<file path="config.mk">
export PLATFORM = sky130hd
export DESIGN_NAME = heat_detector_rate_of_rise_core
export DESIGN_NICKNAME = d
export VERILOG_FILES = /design/src/hdr_pkg.sv /design/src/hdr_cell.sv /design/src/hdr_rate_eval.sv /design/src/heat_detector_rate_of_rise_core.sv
export SDC_FILE = /design/constraint.sdc
export NUM_CORES = 2
export LEC_CHECK = 0
export ABC_AREA = 1
export CAP_MARGIN = 30
export CORE_MARGIN = 2
export CORE_UTILIZATION = 45
export CTS_CLUSTER_DIAMETER = 30
export DETAILED_ROUTE_END_ITERATION = 7
export DONT_BUFFER_PORTS = 1
export SYNTH_ARGS = -nofsm -noshare
export SYNTH_HDL_FRONTEND = slang
export SYNTH_HIERARCHICAL = 1
export SYNTH_SLANG_ARGS = --single-unit
</file>
<file path="constraint.sdc">
create_clock -name clk -period 12 [get_ports clk]
set_input_delay 0.6 -clock clk [delete_from_list [all_inputs] [get_ports clk]]
set_output_delay 0.6 -clock clk [all_outputs]
set_load 0.01 [all_outputs]
</file>
<file path="src/hdr_pkg.sv">
// shared types, constants and rate table of the heat detector
package hdr_pkg;

  localparam int HISTORY_DEPTH = 31;
  localparam int RATE_ENTRIES  = 6;
  localparam int MATCH_W       = $clog2(RATE_ENTRIES + 1);

  typedef logic [15:0] sample_t;
  typedef sample_t [HISTORY_DEPTH-1:0] hist_view_t;
  typedef logic [MATCH_W-1:0] match_t;

  // configuration register indexes
  typedef enum logic [2:0] {
    REG_ALARM_LEVEL      = 3'd0,
    REG_HIGH_ALARM_LEVEL = 3'd1,
    REG_STATIC_DELTA     = 3'd2,
    REG_VALID_LOW        = 3'd3,
    REG_VALID_HIGH       = 3'd4,
    REG_PRESS_MIN_MS     = 3'd5,
    REG_PRESS_MAX_MS     = 3'd6
  } reg_idx_t;

  localparam logic               REQ_SAMPLE = 1'b0;
  localparam logic signed [14:0] RST_ALARM_LEVEL      = 15'sd3000;
  localparam logic signed [14:0] RST_HIGH_ALARM_LEVEL = 15'sd3200;
  localparam logic        [13:0] RST_STATIC_DELTA     = 14'd200;
  localparam logic signed [15:0] RST_VALID_LOW        = -16'sd4000;
  localparam logic signed [15:0] RST_VALID_HIGH       = 16'sd8500;
  localparam logic        [15:0] RST_PRESS_MIN_MS     = 16'd2500;
  localparam logic        [15:0] RST_PRESS_MAX_MS     = 16'd4500;

  localparam logic signed [15:0] REPORT_LOW  = -16'sd4000;
  localparam logic signed [15:0] REPORT_HIGH = 16'sd8500;

  // lag / threshold pairs, scanned in order
  localparam int RATE_LAG [RATE_ENTRIES] = '{0, 21, 20, 10, 29, 29};
  localparam logic signed [16:0] RATE_LIMIT [RATE_ENTRIES] =
    '{17'sd2900, 17'sd2100, 17'sd2000, 17'sd1000, 17'sd2000, 17'sd3000};

endpackage

</file>
<file path="src/hdr_cell.sv">
// one history cell: holds a sample and hands it to its neighbor on shift
module hdr_cell (
  input  logic             clk,
  input  logic             rst_n,
  input  logic             shift_en,
  input  hdr_pkg::sample_t d_in,
  output hdr_pkg::sample_t q_out
);

  hdr_pkg::sample_t q_r;
  hdr_pkg::sample_t q_nxt;

  always_comb begin
    q_nxt = shift_en ? d_in : q_r;
  end

  always_ff @(posedge clk) begin
    if (!rst_n) begin
      q_r <= '0;
    end else begin
      q_r <= q_nxt;
    end
  end

  assign q_out = q_r;

endmodule

</file>
<file path="src/hdr_rate_eval.sv">
// rate-of-rise table: fixed-tap compares and first-match select
module hdr_rate_eval (
  input  hdr_pkg::hist_view_t view,
  output hdr_pkg::match_t     match
);

  logic [hdr_pkg::RATE_ENTRIES-1:0] hit;

  for (genvar k = 0; k < hdr_pkg::RATE_ENTRIES; k++) begin : g_entry
    localparam int LAG = hdr_pkg::RATE_LAG[k];
    if (LAG < hdr_pkg::HISTORY_DEPTH) begin : g_tap
      logic signed [16:0] diff;
      // both samples read as unsigned patterns
      assign diff = $signed({1'b0, view[hdr_pkg::HISTORY_DEPTH-1]})
                  - $signed({1'b0, view[LAG]});
      assign hit[k] = diff > hdr_pkg::RATE_LIMIT[k];
    end else begin : g_none
      assign hit[k] = 1'b0;
    end
  end

  always_comb begin
    match = '0;
    for (int k = hdr_pkg::RATE_ENTRIES - 1; k >= 0; k--) begin
      if (hit[k]) begin
        match = hdr_pkg::MATCH_W'(k + 1);
      end
    end
  end

endmodule

</file>
<file path="src/heat_detector_rate_of_rise_core.sv">
// heat detector top: fixed-temperature alert, rate-of-rise table, alarm latch
//
// input channel: one word per tick. in_tuser selects the kind: 0 is a sample
// tick carrying a temperature in hundredths of a degree, 1 is a reset button
// press carrying its duration in ms. every input word yields one result word.
// result channel: held temperature, alert level, alert rising edge, first
// matching rate table entry and the alarm latch after that word.
// the result is valid in the cycle after the input is accepted. throughput is
// one word per cycle unless the receiver stalls: the sample history is a chain
// of register cells shifting together; the six table compares read fixed taps.
// the result sits in one output register; a new word is accepted whenever that
// register is empty or being taken in the same cycle, so a stalled receiver
// stalls the input only while the result waits.
// configuration writes land on the cycle cfg_we is high; unknown indexes are
// dropped. reset (rst_n low, synchronous) clears history, alert, latch and
// held temperature and loads the register defaults.
module heat_detector_rate_of_rise_core (
  input  logic        clk,
  input  logic        rst_n,
  input  logic        in_tvalid,
  output logic        in_tready,
  input  logic [31:0] in_tdata,   // temperature[15:0], press_ms[31:16]
  input  logic        in_tuser,   // req_type[0]
  output logic        out_tvalid,
  input  logic        out_tready,
  // reported_temp[14:0], alert[15], alert_rose[16], rate_match[19:17],
  // alarm_latched[20], zero[23:21]
  output logic [23:0] out_tdata,
  input  logic        cfg_we,
  input  logic [2:0]  cfg_index,
  input  logic [15:0] cfg_wdata
);

  localparam int DEPTH = hdr_pkg::HISTORY_DEPTH;

  // configuration
  logic signed [14:0] alarm_level_r;
  logic signed [14:0] high_alarm_level_r;
  logic        [13:0] static_delta_r;
  logic signed [15:0] valid_low_r;
  logic signed [15:0] valid_high_r;
  logic        [15:0] press_min_r;
  logic        [15:0] press_max_r;

  always_ff @(posedge clk) begin
    if (!rst_n) begin
      alarm_level_r      <= hdr_pkg::RST_ALARM_LEVEL;
      high_alarm_level_r <= hdr_pkg::RST_HIGH_ALARM_LEVEL;
      static_delta_r     <= hdr_pkg::RST_STATIC_DELTA;
      valid_low_r        <= hdr_pkg::RST_VALID_LOW;
      valid_high_r       <= hdr_pkg::RST_VALID_HIGH;
      press_min_r        <= hdr_pkg::RST_PRESS_MIN_MS;
      press_max_r        <= hdr_pkg::RST_PRESS_MAX_MS;
    end else if (cfg_we) begin
      case (hdr_pkg::reg_idx_t'(cfg_index))
        hdr_pkg::REG_ALARM_LEVEL:      alarm_level_r      <= cfg_wdata[14:0];
        hdr_pkg::REG_HIGH_ALARM_LEVEL: high_alarm_level_r <= cfg_wdata[14:0];
        hdr_pkg::REG_STATIC_DELTA:     static_delta_r     <= cfg_wdata[13:0];
        hdr_pkg::REG_VALID_LOW:        valid_low_r        <= cfg_wdata;
        hdr_pkg::REG_VALID_HIGH:       valid_high_r       <= cfg_wdata;
        hdr_pkg::REG_PRESS_MIN_MS:     press_min_r        <= cfg_wdata;
        hdr_pkg::REG_PRESS_MAX_MS:     press_max_r        <= cfg_wdata;
        default: ;
      endcase
    end
  end

  // handshake
  logic out_tvalid_r;
  logic in_fire;
  logic is_sample;

  assign in_tready = !out_tvalid_r || out_tready;
  assign in_fire   = in_tvalid && in_tready;
  assign is_sample = (in_tuser == hdr_pkg::REQ_SAMPLE);

  // range check
  logic signed [15:0] temp_raw;
  logic signed [15:0] temp_chk;
  logic        [15:0] press_ms;

  assign temp_raw = $signed(in_tdata[15:0]);
  assign press_ms = in_tdata[31:16];
  assign temp_chk = (temp_raw < valid_low_r || temp_raw > valid_high_r) ? 16'sd0 : temp_raw;

  // history chain
  hdr_pkg::sample_t   hist_q [DEPTH-1];
  hdr_pkg::hist_view_t view;
  logic               shift_en;

  assign shift_en = in_fire && is_sample;

  for (genvar i = 0; i < DEPTH - 1; i++) begin : g_cell
    hdr_pkg::sample_t d_in;
    if (i == 0) begin : g_head
      assign d_in = temp_chk;
    end else begin : g_body
      assign d_in = hist_q[i-1];
    end
    hdr_cell u_cell (
      .clk      (clk),
      .rst_n    (rst_n),
      .shift_en (shift_en),
      .d_in     (d_in),
      .q_out    (hist_q[i])
    );
  end

  // history as it reads after this sample is shifted in
  always_comb begin
    view[0] = temp_chk;
    for (int i = 1; i < DEPTH; i++) begin
      view[i] = hist_q[i-1];
    end
  end

  hdr_pkg::match_t match;

  hdr_rate_eval u_rate (
    .view  (view),
    .match (match)
  );

  // fixed-temperature alert
  logic signed [15:0] rise;
  logic               alert_now;

  assign rise = $signed(temp_chk - view[DEPTH-1]);
  assign alert_now = (temp_chk >= 16'(alarm_level_r)) &&
                     ((rise < $signed({2'b00, static_delta_r})) ||
                      (temp_chk >= 16'(high_alarm_level_r)));

  // state
  logic               alert_r, alert_nxt;
  logic               latch_r, latch_nxt;
  logic signed [14:0] held_r,  held_nxt;
  logic               rose;
  hdr_pkg::match_t    match_item;

  always_comb begin
    alert_nxt  = alert_r;
    latch_nxt  = latch_r;
    held_nxt   = held_r;
    rose       = 1'b0;
    match_item = '0;
    if (in_fire) begin
      if (is_sample) begin
        rose       = alert_now && !alert_r;
        match_item = match;
        alert_nxt  = alert_now;
        if (rose || match != '0) begin
          latch_nxt = 1'b1;
        end
        if (temp_chk >= hdr_pkg::REPORT_LOW && temp_chk <= hdr_pkg::REPORT_HIGH) begin
          held_nxt = temp_chk[14:0];
        end
      end else if (press_ms > press_min_r && press_ms < press_max_r) begin
        latch_nxt = 1'b0;
      end
    end
  end

  logic [23:0] out_data_r;

  always_ff @(posedge clk) begin
    if (!rst_n) begin
      alert_r      <= 1'b0;
      latch_r      <= 1'b0;
      held_r       <= '0;
      out_tvalid_r <= 1'b0;
    end else begin
      alert_r <= alert_nxt;
      latch_r <= latch_nxt;
      held_r  <= held_nxt;
      if (in_fire) begin
        out_tvalid_r <= 1'b1;
      end else if (out_tready) begin
        out_tvalid_r <= 1'b0;
      end
    end
  end

  always_ff @(posedge clk) begin
    if (in_fire) begin
      out_data_r <= {3'b000, latch_nxt, match_item, rose, alert_nxt, held_nxt};
    end
  end

  assign out_tvalid = out_tvalid_r;
  assign out_tdata  = out_data_r;

  // checks
  a_press_no_rate : assert property (@(posedge clk) disable iff (!rst_n)
    in_fire && !is_sample |=> out_tvalid && out_tdata[19:17] == '0 && !out_tdata[16])
    else $error("press word reported a rate match or alert edge");

  a_rose_latches : assert property (@(posedge clk) disable iff (!rst_n)
    out_tvalid && out_tdata[16] |-> out_tdata[15] && out_tdata[20])
    else $error("alert edge without alert or latch");

  a_match_latches : assert property (@(posedge clk) disable iff (!rst_n)
    out_tvalid && out_tdata[19:17] != '0 |-> out_tdata[20] && out_tdata[19:17] != 3'd6)
    else $error("rate match inconsistent with latch or table order");

  a_fire_result : assert property (@(posedge clk) disable iff (!rst_n)
    in_fire |=> out_tvalid)
    else $error("accepted word produced no result");

endmodule
</file>
==> impl_metrics.py <==
metrics = {
    "power_and_ir_drop": {
        "finalPower_mw": 7.53,
        "power_frac_comb_pct": 14.7,
        "vdd_drop_max_v": 0.000110,
        "pwr-share-seq_pct": 30.8,
        "power_frac_clock_pct": 54.5,
        "p_leak_nw": 18.8,
        "power_density_nw_per_um2": 191,
        "power.internal_mw": 5.43,
        "swShare_pct": 27.8,
        "power_switching_mw": 2.10,
    },
    "yosys": {
        "yosys.area.top_type": "dfxtp_1",
        "synthCells": 5186,
        "ys_warn_count": 6,
        "ys_ff_latch": 627,
        "yosysSeqAreaShare_pct": 37.3,
        "synth-async-reset-ratio_pct": 0,
        "yosysTopAreaCellShare_pct": 35.5,
        "syn_area_sq_um": 34200,
        "syn_area_per_cell_sq_um": 6.59,
        "ys_top_cells_by_area": "dfxtp_1 35%, nand2_1 16%, nor2_1 11%, inv_1 10%, ha_1 7.4%",
        "ys.flop_type": "dfxtp_1",
        "yosysUniqueCellTypes": 53,
        "synth-edff-count": 21,
    },
    "drt": {
        "drc": 0,
        "ant_nets": 0,
        "dr_total_vias": 29091,
        "firstDrtPassIters": 7,
        "vias_per_cell": 4.62,
        "wl_per_cell_microns": 12.6,
        "drt_iter0_markers": 2045,
        "drt_wl_total_mm": 79.5,
    },
    "sta": {
        "setup_viol": 0,
        "tightest_slew_ns": 1.81,
        "relSlewSlack_pct": -20.9,
        "slew_viol_final": 194,
        "fin_setup_tns_ns": 0,
        "setup_slack_ns": 6.45,
        "rsz0062_at_grt": "false",
        "min_period_ns": 5.55,
        "finalHoldViolCount": 0,
        "finalCritPeriodShare_pct": 46.2,
        "holdWs_ns": 0.0480,
        "finClkSkew_ns": 0.0384,
        "fmax_mhz": 180,
    },
    "critical_path": {
        "path_class": "register to register",
        "crit_slowest_cell": "nor2_1",
        "end_kind": "register",
        "worstPathRequired_ns": 12.46,
        "cp-start-kind": "register",
        "crit_top_cell": "nand3_1",
        "cp_max_fo": 15,
        "crit_arrival_ns": 6.01,
        "cpPeakStageDelay_ns": 0.56,
    },
    "die": {
        "pin_count": 83,
        "die_w_microns": 280,
        "core-area_sq_um": 75600,
        "die_h_microns": 280,
        "num_rows": 101,
        "die_area_sq_um": 78200,
        "start_util_pct": 45.3,
    },
    "clock_tree": {
        "cts_root_buf": "clkbuf_16",
        "clkSinkCount": 627,
        "cts_tree": "built",
        "clockBufferDepth": 3,
        "insertion_delay_ns": 0.72,
        "h-tree-depth": 4,
        "clkTransAtPathRegs_ns": 0.04,
        "numCtsBuffers": 149,
        "cts_setup_buffers": 0,
    },
    "layout": {
        "nNetsFinal": 5454,
        "finish.utilization_pct": 52.2,
        "fin_area_sq_um": 39500,
        "area_delta_synth_final_pct": 15.4,
        "final_cells": 6292,
        "diodes": 0,
        "multi_input_area_sq_um": 16400,
        "drive_above_1_share_pct": 7.70,
        "regArea_sq_um": 12800,
        "nFillCells": 7627,
    },
    "status": {
        "status": "finished with violations",
        "violations": "slew limit",
    },
    "placed_design": {
        "post_dp_cell_area_sq_um": 34000,
        "port_buffers": 0,
        "place_inst": 5997,
        "gp_congestion": 0.870,
        "dpl.hpwl_mm": 50.9,
        "place_ws_ns": 6.32,
    },
    "grt": {
        "grt_pass1_vias": 26289,
        "grt_pass1_wl_mm": 130,
        "grt_max_degree": 584,
        "antenna_found_initial": 0,
        "overflow": 0,
        "grt_usage_pct": 20.2,
    },
    "hold_path": {
        "hold_class": "input pin to register",
    },
    "flow_run": {
        "max_cap_viol_count": 0,
    },
}
cell usage in the layout (no fill, tap or decap), types with 23 or more instances in the layout:
master / n
o211ai_1: 36
a21oi_1: 201
inv_1: 911
nor2_1: 1038
clkbuf_16: 149
ha_1: 203
o21ai_0: 120
clkinv_2: 27
clkbuf_8: 25
nand3_1: 116
nor2_2: 92
nand2_1: 1470
dfxtp_1: 606
nand4_1: 23
state kept, by name (all words and copies together), names as in the netlist:
signal,flops
alert_r,1
alarm_level_r,15
valid_low_r,16
held_r,15
g_cell.u_cell/q_out,480
valid_high_r,16
out_tdata,21
static_delta_r,14
out_tvalid,1
press_max_r,16
press_min_r,16
latch_r,1
high_alarm_level_r,15
per-layer routing:
layer | wire, microns | global-route usage (%)
met3 | 4110 | 4.30
met2 | 34100 | 30.7
met1 | 39300 | 28.1
met4 | 2010 | 7.58
met5 | 0 | 0
critical path, delay by kind of cell (launching register included):
kind                     cells  cell delay (ns)
AND/OR/NAND/NOR             12             1.89
XOR/XNOR                     1             0.15
adder cells (fa/ha/maj)      3             0.97
buffers and inverters        4             0.19
flip-flops                   1             0.30
AO/OA/AOI/OAI               10             1.78
path summary, 6_finish.rpt:
path                        from        endpoint  depth (start not counted)  slack (ns)
setup / recovery  valid_low_r[9]   out_tdata[20]                         30        6.45
hold / removal      cfg_wdata[6]  press_min_r[6]                          2        0.05
hold reg to reg   press_max_r[6]  press_max_r[6]                          2        0.46
setup reg to reg  valid_low_r[9]   out_tdata[20]                         30        6.45
kinds of logic (layout without fill, tap and decap cells):
| group | Yosys count | in the layout | synth area share, % |
|---|---|---|---|
| adder cells (fa/ha/maj) | 209 | 209 | 7.78 |
| AO/OA/AOI/OAI | 408 | 408 | 6.67 |
| AND/OR/NAND/NOR | 2800 | 2800 | 32.6 |
| flip-flops | 627 | 627 | 37.3 |
| buffers and inverters | 1104 | 1230 | 14.7 |
| other | 1 | 3 | 0.0110 |
| XOR/XNOR | 37 | 37 | 0.948 |
power groups by stage:
stage	Sequential [mW]	Combinational, mW	Clock [mW]
after global placement	2.36	1.07	0
final	2.32	1.10	4.10
after CTS	2.32	1.10	4.18
after global routing	2.34	1.29	4.30
after floorplan	2.33	0.961	0
after detailed placement	2.36	1.08	0
final cells by class:
class	count	area share (%)
Inverter	916	8.71
Clock buffer	196	10.5
Clock inverter	81	2.79
Tap cell	978	3.10
Sequential cell	627	32.3
Timing Repair Buffer	37	0.913
Multi-Input combinational cell	3457	41.6
repair_timing:
| item | in CTS | in global routing |
|---|---|---|
| hold endpoints to repair | 34 | 2 |
| hold buffers | 16 | 2 |
| gates resized for setup | 0 | 0 |
synth_stat cells, drive strengths merged (4+ instances only):
master and n:
nand2 1488, nand3 118, a21o 8, nand4 23
dfxtp 606, fa 6, o21a 4, nor4 4
clkbuf 60, nor2 1133, ha 203, o21ai 124
nor3 13, a31oi 6, inv 916, buf 128
xor2 22, o21bai 5, edfxtp 21, xnor2 15
o211ai 37, a21oi 209, nand3b 15, o311ai 5
Note: power is estimated with default switching activity, not from simulation.
